===== src/rtl/altp_pkg.sv =====
package altp_pkg;

    localparam int MAX_POINTS_DEF = 64;

    typedef enum logic [1:0] {
        OP_START  = 2'd0,
        OP_APPEND = 2'd1,
        OP_LENGTH = 2'd2,
        OP_NORM   = 2'd3
    } op_t;

    typedef struct packed {
        logic [1:0]  operation;
        logic signed [31:0] point_x;
        logic signed [31:0] point_y;
        logic signed [31:0] point_z;
        logic [31:0] query_value;
    } in_item_t;

    typedef struct packed {
        logic [16:0] u_value;
        logic [31:0] total_length;
        logic [6:0]  point_count;
        logic        point_dropped;
    } out_item_t;

    typedef enum logic [4:0] {
        ST_IDLE,
        ST_SQ,
        ST_SQRT,
        ST_STORE,
        ST_SCALE0,
        ST_SCALE1,
        ST_CLAMP,
        ST_SRCH,
        ST_SRCHW,
        ST_RDA,
        ST_RDAW,
        ST_DEN0,
        ST_DEN1,
        ST_NUM,
        ST_DIV,
        ST_FIN,
        ST_OUT
    } state_t;

    // command from controller to datapath
    typedef struct packed {
        logic load;
        logic start_curve;
        logic sq_step;
        logic sqrt_init;
        logic sqrt_step;
        logic store;
        logic scale_step;
        logic clamp;
        logic srch_rd;
        logic srch_eval;
        logic rda;
        logic rda_eval;
        logic den_step;
        logic num_calc;
        logic div_init;
        logic div_step;
        logic fin;
        logic drop;
        logic zero_u;
    } cmd_t;

    // status from datapath to controller
    typedef struct packed {
        logic [1:0] op;
        logic empty;
        logic full;
        logic sq_done;
        logic sq_ovf;
        logic sqrt_done;
        logic srch_done;
        logic idx_zero;
        logic idx_end;
        logic div_done;
    } stat_t;

endpackage


===== src/rtl/altp_ctrl.sv =====
module altp_ctrl (
    input  logic           aclk,
    input  logic           aresetn,
    input  logic           in_valid,
    output logic           in_ready,
    output logic           out_valid,
    input  logic           out_ready,
    input  altp_pkg::stat_t st,
    output altp_pkg::cmd_t  cmd
);
    import altp_pkg::*;

    state_t state_reg, state_next;

    // state register
    always_ff @(posedge aclk) begin
        if (!aresetn) begin
            state_reg <= ST_IDLE;
        end else begin
            state_reg <= state_next;
        end
    end

    // next state and commands
    always_comb begin
        state_next = state_reg;
        cmd = '0;
        in_ready = (state_reg == ST_IDLE);
        out_valid = (state_reg == ST_OUT);
        unique case (state_reg)
            ST_IDLE: begin
                if (in_valid) begin
                    cmd.load = 1'b1;
                    state_next = ST_SQ;
                end
            end
            ST_SQ: begin
                if (st.op == OP_START || (st.op == OP_APPEND && st.empty)) begin
                    cmd.start_curve = 1'b1;
                    state_next = ST_OUT;
                end else if (st.op == OP_APPEND) begin
                    if (st.full) begin
                        cmd.drop = 1'b1;
                        state_next = ST_OUT;
                    end else if (st.sq_done) begin
                        cmd.sqrt_init = 1'b1;
                        state_next = ST_SQRT;
                    end else begin
                        cmd.sq_step = 1'b1;
                    end
                end else if (st.op == OP_NORM) begin
                    state_next = ST_SCALE0;
                end else begin
                    state_next = ST_CLAMP;
                end
            end
            ST_SQRT: begin
                if (st.sqrt_done) state_next = ST_STORE;
                else cmd.sqrt_step = 1'b1;
            end
            ST_STORE: begin
                cmd.store = 1'b1;
                state_next = ST_OUT;
            end
            ST_SCALE0: begin
                cmd.scale_step = 1'b1;
                state_next = ST_SCALE1;
            end
            ST_SCALE1: begin
                cmd.scale_step = 1'b1;
                state_next = ST_CLAMP;
            end
            ST_CLAMP: begin
                if (st.empty) begin
                    cmd.zero_u = 1'b1;
                    state_next = ST_OUT;
                end else begin
                    cmd.clamp = 1'b1;
                    state_next = ST_SRCH;
                end
            end
            ST_SRCH: begin
                cmd.srch_rd = 1'b1;
                state_next = ST_SRCHW;
            end
            ST_SRCHW: begin
                cmd.srch_eval = 1'b1;
                if (st.srch_done) state_next = ST_RDA;
                else state_next = ST_SRCH;
            end
            ST_RDA: begin
                if (st.idx_zero || st.idx_end) begin
                    cmd.fin = 1'b1;
                    state_next = ST_OUT;
                end else begin
                    cmd.rda = 1'b1;
                    state_next = ST_RDAW;
                end
            end
            ST_RDAW: begin
                cmd.rda_eval = 1'b1;
                state_next = ST_DEN0;
            end
            ST_DEN0: begin
                cmd.den_step = 1'b1;
                state_next = ST_DEN1;
            end
            ST_DEN1: begin
                cmd.num_calc = 1'b1;
                state_next = ST_NUM;
            end
            ST_NUM: begin
                cmd.div_init = 1'b1;
                state_next = ST_DIV;
            end
            ST_DIV: begin
                if (st.div_done) state_next = ST_FIN;
                else cmd.div_step = 1'b1;
            end
            ST_FIN: begin
                cmd.fin = 1'b1;
                state_next = ST_OUT;
            end
            ST_OUT: begin
                if (out_ready) state_next = ST_IDLE;
            end
            default: state_next = ST_IDLE;
        endcase
    end

endmodule


===== config.mk =====
export PLATFORM = sky130hd
export DESIGN_NAME = altp_ctrl
export DESIGN_NICKNAME = d
export VERILOG_FILES = /design/src/rtl/altp_pkg.sv /design/src/rtl/altp_ctrl.sv
export SDC_FILE = /design/constraint.sdc
export NUM_CORES = 1
export LEC_CHECK = 0
export BUFFER_PORTS_ARGS = -buffer_cell sky130_fd_sc_hd__buf_4
export CORE_MARGIN = 2
export CORE_UTILIZATION = 39
export DETAILED_ROUTE_END_ITERATION = 8
export PLACE_DENSITY = 0.71
export SLEW_MARGIN = 20
export SYNTH_ARGS = -nofsm -noshare
export SYNTH_HDL_FRONTEND = slang
export SYNTH_SLANG_ARGS = --single-unit

===== constraint.sdc =====
create_clock -name aclk -period 1.5 [get_ports aclk]
set_clock_uncertainty 0.1 [all_clocks]
set_input_delay 0.15 -clock aclk [delete_from_list [all_inputs] [get_ports aclk]]
set_output_delay 0.15 -clock aclk [all_outputs]
set_load 0.005 [all_outputs]

==> out/metrics.cfg, run 1 <==
[yosys]
synth.ff_latch_count=5
synth_async_sr_flop_share_pct=0
synthFlopType=dfxtp_1
ys_seq_area_share_pct=15.5
synthDistinctLibCells=35
synth-edff-count=0
synth_nets=105
yosys_warnings=0
synthCells=90
syn_area_um2=646
syn_area_per_cell_um2=7.17

[global_routing]
grt_max_degree=10

[timing]
crit_endpoint=cmd[18]
worst-ep-kind=primary output

[floorplanning]
rows=14
die_x_um=44.7
start_util_pct=42.4
die_h_um=44.7
io_pins=36

[clock_tree]
clkSinkCount=5
cts_buffer_depth=2
cts_hold_buf=0
htree_levels=1
cts_inserted_buffers=3
root_buffer=clkbuf_4

[outcome]
error=[ERROR DPL-0038] Utilization greater than 100%, impossible to legalize
stop_stage=global routing
outcome=did not finish

[placed_design]
hpwl_um=1800
gp_congestion=0.841
io_buffers=34

-- what timing repair did --
item | in CTS
setup endpoints to repair | 23
resized for setup | 46
setup buffers | 16
pin swaps | 15
hold endpoints to repair | 0
-- stage by stage --
stage          TNS, ns  area (µm²)  worst slack [ns]  std cells  hold slack, ns
2_1_floorplan   -0.116         654           -0.0605         90           0.167
3_3_place_gp    -0.797        1100            -0.155        161           0.302
3_5_place_dp     -1.19        1100            -0.149        161           0.308
4_1_cts          -4.08        1450            -0.314        181          0.0536
-- logic make-up after synthesis --
kind of cell    count (synthesis)  share of synthesized area [%]
buf+inv                        12                           8.72
flops                           5                           15.5
compound gates                 18                           19.4
simple gates                   54                           54.7
mux                             1                           1.74
-- Yosys cell counts, types with 2 or more instances --
master	number	area share, %
o21a_1	3	3.5
or3_1	2	1.9
nor3b_1	2	2.3
or3_4	2	3.5
nand2_1	6	3.5
inv_1	4	2.3
dfxtp_1	5	16
nor3_1	10	7.8
nand3b_1	2	2.3
inv_2	2	1.2
nor4_1	6	5.8
nor4b_1	2	2.7
buf_2	3	2.3
nand3_1	2	1.6
a21oi_1	6	4.7
o21ai_0	5	3.9
nor2_1	10	5.8
==> run 2, diff against run 1 <==
--- a/config.mk
+++ b/config.mk
@@ -6,10 +6,10 @@
 export NUM_CORES = 1
 export LEC_CHECK = 0
 export BUFFER_PORTS_ARGS = -buffer_cell sky130_fd_sc_hd__buf_4
-export CORE_MARGIN = 2
-export CORE_UTILIZATION = 39
+export CORE_AREA = 2 2 63 65
 export DETAILED_ROUTE_END_ITERATION = 8
-export PLACE_DENSITY = 0.71
+export DIE_AREA = 0 0 65 67
+export PLACE_DENSITY_LB_ADDON = 0.15
 export SLEW_MARGIN = 20
 export SYNTH_ARGS = -nofsm -noshare
 export SYNTH_HDL_FRONTEND = slang
==> constraint.sdc (replaced) <==
create_clock -name aclk -period 2 [get_ports aclk]
set_clock_uncertainty 0.1 [all_clocks]
set_input_delay 0.2 -clock aclk [delete_from_list [all_inputs] [get_ports aclk]]
set_output_delay 0.2 -clock aclk [all_outputs]
set_load 0.005 [all_outputs]
==> out/metrics.cfg, run 2 <==
[floorplanning]
fp.dieArea_um2=4360
die_x_um=65  ; was 44.7 µm
start_util_pct=17.9  ; was 42.4%
core-area_um2=3610
io_pins=36  ; unchanged
rows=22  ; was 14
die_h_um=67  ; was 44.7 µm

[global_routing]
antenna_found_initial=0
grt-ovfl-total=0
grt_pass1_vias=748
grt_max_degree=11
grtUsageTotal_pct=10.2
grt_pass1_wl_um=3390

[timing]
fin_crit_sh_pct=93.3
slew_headroom_pct=71.9
finalSetupViolCount=0
drv_slew=0
clock.fmax_ghz=0.536
min_period_ns=1.87
worst_pin_slew_ns=0.415
hold_viol=0
setup-tns-final_ns=0
grt_setup_unrepaired=no

[setup_path]
r2r_start=state_reg[1]
crit_required_ns=1.70
end_kind=primary output
start_kind=flop
worst-r2r-setup-slack_ns=0.26
arrival_ns=1.57
r2r-end=state_reg[1]
crit_fanout=9
cp-endpoint=cmd[8]
path_class=flop to primary output
reg2reg_depth=5
crit_path_start=state_reg[0]

[detailed_routing]
vias=792
wl_per_cell_um=11.9
drt-vias-per-instance=4.40
drcViolationCount=0
drtAntennaViolNets=0
postRouteWirelength_um=2130
dr.pass1.iters=4
drtIter0Drc=28

[power]
total_power_uw=505
pwr_density_cell_nw_per_um2=479
p_leak_uw=0.000463
irDropWorstVdd_uv=158

[clock_tree]
clkSinkCount=5  ; unchanged
root_buffer=clkbuf_8  ; was clkbuf_4
clk_pin_slew_ns=0.03
cts_tree=yes
cts_buffer_depth=2  ; unchanged
htree_levels=1  ; unchanged
clkLatencyLatePin_ns=0.22
cts_hold_buf=0  ; unchanged
cts_inserted_buffers=3  ; unchanged

[yosys]
synthDistinctLibCells=35  ; unchanged
synth_top_area_cell=dfxtp_1  ; unchanged
ys_seq_area_share_pct=15.5  ; unchanged
synth.ff_latch_count=5  ; unchanged
synth-edff-count=0  ; unchanged
synthFlopType=dfxtp_1  ; unchanged
synth_top_area_share_pct=15.5  ; unchanged
synth.area.top_cells=dfxtp_1 (16%), nor3_1 (7.8%), nor2_1 (5.8%)  ; unchanged
syn_area_per_cell_um2=7.17  ; unchanged
synth_common_cells=nor2_1 (10), nor3_1 (10), a21oi_1 (6), nand2_1 (6), nor4_1 (6)  ; unchanged
yosys_warnings=0  ; unchanged
syn_area_um2=646  ; unchanged
synthCells=90  ; unchanged
synth_nets=105  ; unchanged
synth_async_sr_flop_share_pct=0  ; unchanged

[placed_design]
gp_congestion=0.734  ; was 0.841
io_buffers=34  ; unchanged
hpwl_um=1790  ; was 1800 µm

[finish]
num_antenna_cells=0
area_growth_pct=63.2
area.sequential_um2=100
final_layout_size_suffix_gt1_share_pct=45.5
n_fill_cell=414
final_cell_mix=buf_4 (44), nor2_1 (10), nor3_1 (10)
largest_reg_flops=5
finalNetCount=148
multi_input_area_um2=495
mostFrequentLayoutCell=buf_4

[outcome]
outcome=completed  ; was did not finish

[run]
maxCapViolCount=0

[min_path]
hold_class=primary input to flop

run 2: metal layers:
metal / GRT usage [%] / vias up / wire length (µm)
met3: 2.53 / 3 / 97
met5: 0 / - / 0
met1: 13.1 / 353 / 948
li1: - / 414 / -
met2: 16.2 / 22 / 1060
met4: 3.99 / 0 / 23
run 2: cell families after synthesis:
family | after synthesis | share of synthesized area (%)
AND/OR/NAND/NOR | 54 | 54.7
AO/OA/AOI/OAI | 18 | 19.4
buffers and inverters | 12 | 8.72
flip-flops | 5 | 15.5
multiplexers | 1 | 1.74
run 2: critical path: stages, from the launching register on:
cell and delay (ns):
dfxtp_1 0.50, buf_4 0.20, nand3b_1 0.16, nor4b_4 0.32, buf_4 0.17
run 2: worst min-delay path by stage:
stage            start            to  slack, ns  cells after the start
3_5_place_dp   aresetn  state_reg[3]       0.37                      2
3_3_place_gp   aresetn  state_reg[0]       0.36                      2
5_1_grt        aresetn  state_reg[3]       0.16                      2
2_1_floorplan  aresetn  state_reg[2]       0.22                      1
6_report       aresetn  state_reg[3]       0.14                      2
4_1_cts        aresetn  state_reg[3]       0.14                      2
run 2: per-stage QoR:
step	utilization, %	hold slack [ns]	std cells	worst slack [ns]	instance area (µm²)
2_1_floorplan	-	0.217	90	0.426	646
3_3_place_gp	27.6	0.364	175	0.248	995
3_5_place_dp	27.6	0.367	175	0.252	995
4_1_cts	28.8	0.141	179	0.0613	1040
5_1_grt	29.2	0.158	180	0.0189	1050
6_report	29.2	0.138	180	0.134	1050
run 2: where the power goes:
group	leakage (µW)	switching (µW)	internal, µW
clock network	0.0000228	48.6	137
registers	0.0000408	16.4	108
logic	0.000399	93.0	102
run 2: area by class of cell:
cell class | instances | share of cell area, %
clock buffer | 4 | 4.28
inverter | 6 | 2.14
multi-input combinational | 73 | 47.0
sequential | 5 | 9.50
tap | 48 | 5.70
timing repair buffer | 44 | 31.4
run 2: what timing repair did:
| item | 4_1_cts | 5_1_grt |
|---|---|---|
| setup endpoints to repair | 0 | 1 |
| buffers inserted | 0 | 1 |
| resized for setup | 0 | 1 |
No activity file was read; power rests on OpenSTA's default activity.
==> run 3, diff against run 2 <==
--- a/config.mk
+++ b/config.mk
@@ -6,11 +6,13 @@
 export NUM_CORES = 1
 export LEC_CHECK = 0
 export BUFFER_PORTS_ARGS = -buffer_cell sky130_fd_sc_hd__buf_4
+export CELL_PAD_IN_SITES_DETAIL_PLACEMENT = 1
+export CELL_PAD_IN_SITES_GLOBAL_PLACEMENT = 1
 export CORE_AREA = 2 2 63 65
 export DETAILED_ROUTE_END_ITERATION = 8
 export DIE_AREA = 0 0 65 67
 export PLACE_DENSITY_LB_ADDON = 0.15
-export SLEW_MARGIN = 20
+export SLEW_MARGIN = 10
 export SYNTH_ARGS = -nofsm -noshare
 export SYNTH_HDL_FRONTEND = slang
 export SYNTH_SLANG_ARGS = --single-unit
==> constraint.sdc (replaced) <==
create_clock -name aclk -period 2.4 [get_ports aclk]
set_clock_uncertainty 0.1 [all_clocks]
set_input_delay 0.24 -clock aclk [delete_from_list [all_inputs] [get_ports aclk]]
set_output_delay 0.24 -clock aclk [all_outputs]
set_load 0.005 [all_outputs]
==> out/metrics.cfg, run 3 (synthesis gave the netlist of run 2 again) <==
[floorplanning]
die_x_um=65  ; unchanged
rows=22  ; unchanged
fp.dieArea_um2=4360  ; unchanged
start_util_pct=17.9  ; unchanged
die_h_um=67  ; unchanged
io_pins=36  ; unchanged
core-area_um2=3610  ; unchanged

[detailed_routing]
dr.pass1.iters=2  ; was 4
drcViolationCount=0  ; unchanged
drtAntennaViolNets=0  ; unchanged
vias=789  ; was 792
drt-vias-per-instance=4.59  ; was 4.40
postRouteWirelength_um=2270  ; was 2130 µm
drtIter0Drc=17  ; was 28
wl_per_cell_um=13.2  ; was 11.9 µm

[finish]
finalNetCount=140  ; was 148
area.sequential_um2=100  ; unchanged
num_antenna_cells=0  ; unchanged
final_cell_mix=buf_4 (36), nor2_1 (10), nor3_1 (10)  ; was buf_4 (44), nor2_1 (10), nor3_1 (10)
mostFrequentLayoutCell=buf_4  ; unchanged
final_layout_size_suffix_gt1_share_pct=41.9  ; was 45.5%
multi_input_area_um2=489  ; was 495 µm²
design_area_um2=987  ; was 1050 µm²
area_growth_pct=52.9  ; was 63.2%
largest_reg_flops=5  ; unchanged
n_fill_cell=447  ; was 414

[setup_path]
crit_path_start=state_reg[4]  ; was state_reg[0]
crit_required_ns=2.06  ; was 1.70 ns
crit_chain=buf_4, nor4_1, nand2_1, nor3b_2, buf_4  ; was buf_4, nand3b_1, nor4b_4, buf_4
arrival_ns=1.79  ; was 1.57 ns
timing.critical_path.mode_cell=buf_4  ; unchanged
path_depth=5  ; was 4
path_class=flop to primary output  ; unchanged
reg2reg_depth=5  ; unchanged
start_kind=flop  ; unchanged
crit_fanout=9  ; unchanged
cp-endpoint=cmd[16]  ; was cmd[8]
worst_path_dominant_cell_family=simple AND/OR/NAND/NOR gates  ; was flip-flops
max_stage_delay_ns=0.37  ; was 0.50 ns
slowest_stage=dfxtp_1  ; unchanged
end_kind=primary output  ; unchanged
r2r-end=state_reg[0]  ; was state_reg[1]
path_buf_inv=2  ; unchanged
worst-r2r-setup-slack_ns=0.49  ; was 0.26 ns
r2r_start=state_reg[2]  ; was state_reg[1]

[clock_tree]
cts_buffer_depth=2  ; unchanged
cts_inserted_buffers=3  ; unchanged
root_buffer=clkbuf_8  ; unchanged
ctsResizeCount=0  ; unchanged
cts_tree=yes  ; unchanged
cts_hold_buf=0  ; unchanged
htree_levels=1  ; unchanged
cts_setup_buffers=0  ; unchanged
clkLatencyLatePin_ns=0.22  ; about the same
clkSinkCount=5  ; unchanged
clk_pin_slew_ns=0.03  ; about the same

[outcome]
outcome=completed  ; unchanged

[power]
total_power_uw=406  ; was 505 µW
p_leak_uw=0.000413  ; was 0.000463 µW
irDropWorstVdd_uv=172  ; was 158 µV
pwr_density_cell_nw_per_um2=411  ; was 479 nW/µm²

[timing]
slew_headroom_pct=68.2  ; was 71.9%
setup-tns-final_ns=0  ; unchanged
min_period_ns=2.13
drv_slew=0  ; unchanged
fin_crit_sh_pct=88.7
worst_pin_slew_ns=0.471  ; was 0.415 ns
grt_setup_unrepaired=no  ; unchanged
hold_viol=0  ; unchanged
clock.fmax_ghz=0.470
whs_ns=0.175  ; was 0.138 ns
finalSetupViolCount=0  ; unchanged

[global_routing]
grt_pass1_wl_um=3700  ; was 3390 µm
antenna_found_initial=0  ; unchanged
grt_max_degree=18  ; was 11
grt-ovfl-total=0  ; unchanged
grtUsageTotal_pct=10.8  ; was 10.2%
grt_pass1_vias=768  ; was 748

[placed_design]
gp_congestion=0.696  ; was 0.734
io_buffers=34  ; unchanged
hpwl_um=1890  ; was 1790 µm
placed_area_um2=942  ; was 995 µm²

[min_path]
hold_class=primary input to flop  ; unchanged
hold_depth=2  ; unchanged

[run]
maxCapViolCount=0  ; unchanged

-- run 3: worst min-delay path by stage --
stage / to / start / slack, ns
finish: state_reg[0] / aresetn / 0.17
global route: state_reg[0] / aresetn / 0.18
CTS: state_reg[0] / aresetn / 0.18
detailed placement: state_reg[0] / aresetn / 0.40
global placement: state_reg[2] / aresetn / 0.39
floorplan: state_reg[2] / aresetn / 0.26
-- run 3: layout make-up --
class,count,area share (%)
clock buffer,4,4.56
timing repair buffer,36,27.4
sequential,5,10.1
multi-input combinational,73,49.6
inverter,6,2.28
tap,48,6.08
-- run 3: stage by stage --
stage	cells	worst slack (ns)	util, %
3_5_place_dp	168	0.476	26.1
5_1_grt	172	0.136	27.4
3_3_place_gp	168	0.469	26.1
4_1_cts	172	0.241	27.4
6_report	172	0.272	27.4
2_1_floorplan	90	0.826	-
-- run 3: worst register-to-register path, stage by stage, from the launching register on --
cell	delay (ns)
dfxtp_1	0.60
nand2_1	0.18
nor4_1	0.45
or4_4	0.23
nor3_1	0.05
o21a_1	0.18
-- run 3: where the power goes --
group	internal, µW	total [µW]	switching, µW
clock	114	153	38.9
combinational	72.3	143	70.7
sequential	90.3	110	20.0
-- run 3: routing by layer --
metal	wire length (µm)	track usage (%)	up-vias
li1	-	-	402
met1	1020	13.2	374
met2	1190	20.0	11
met3	42	0.676	2
met4	18	3.19	0
met5	0	0	-
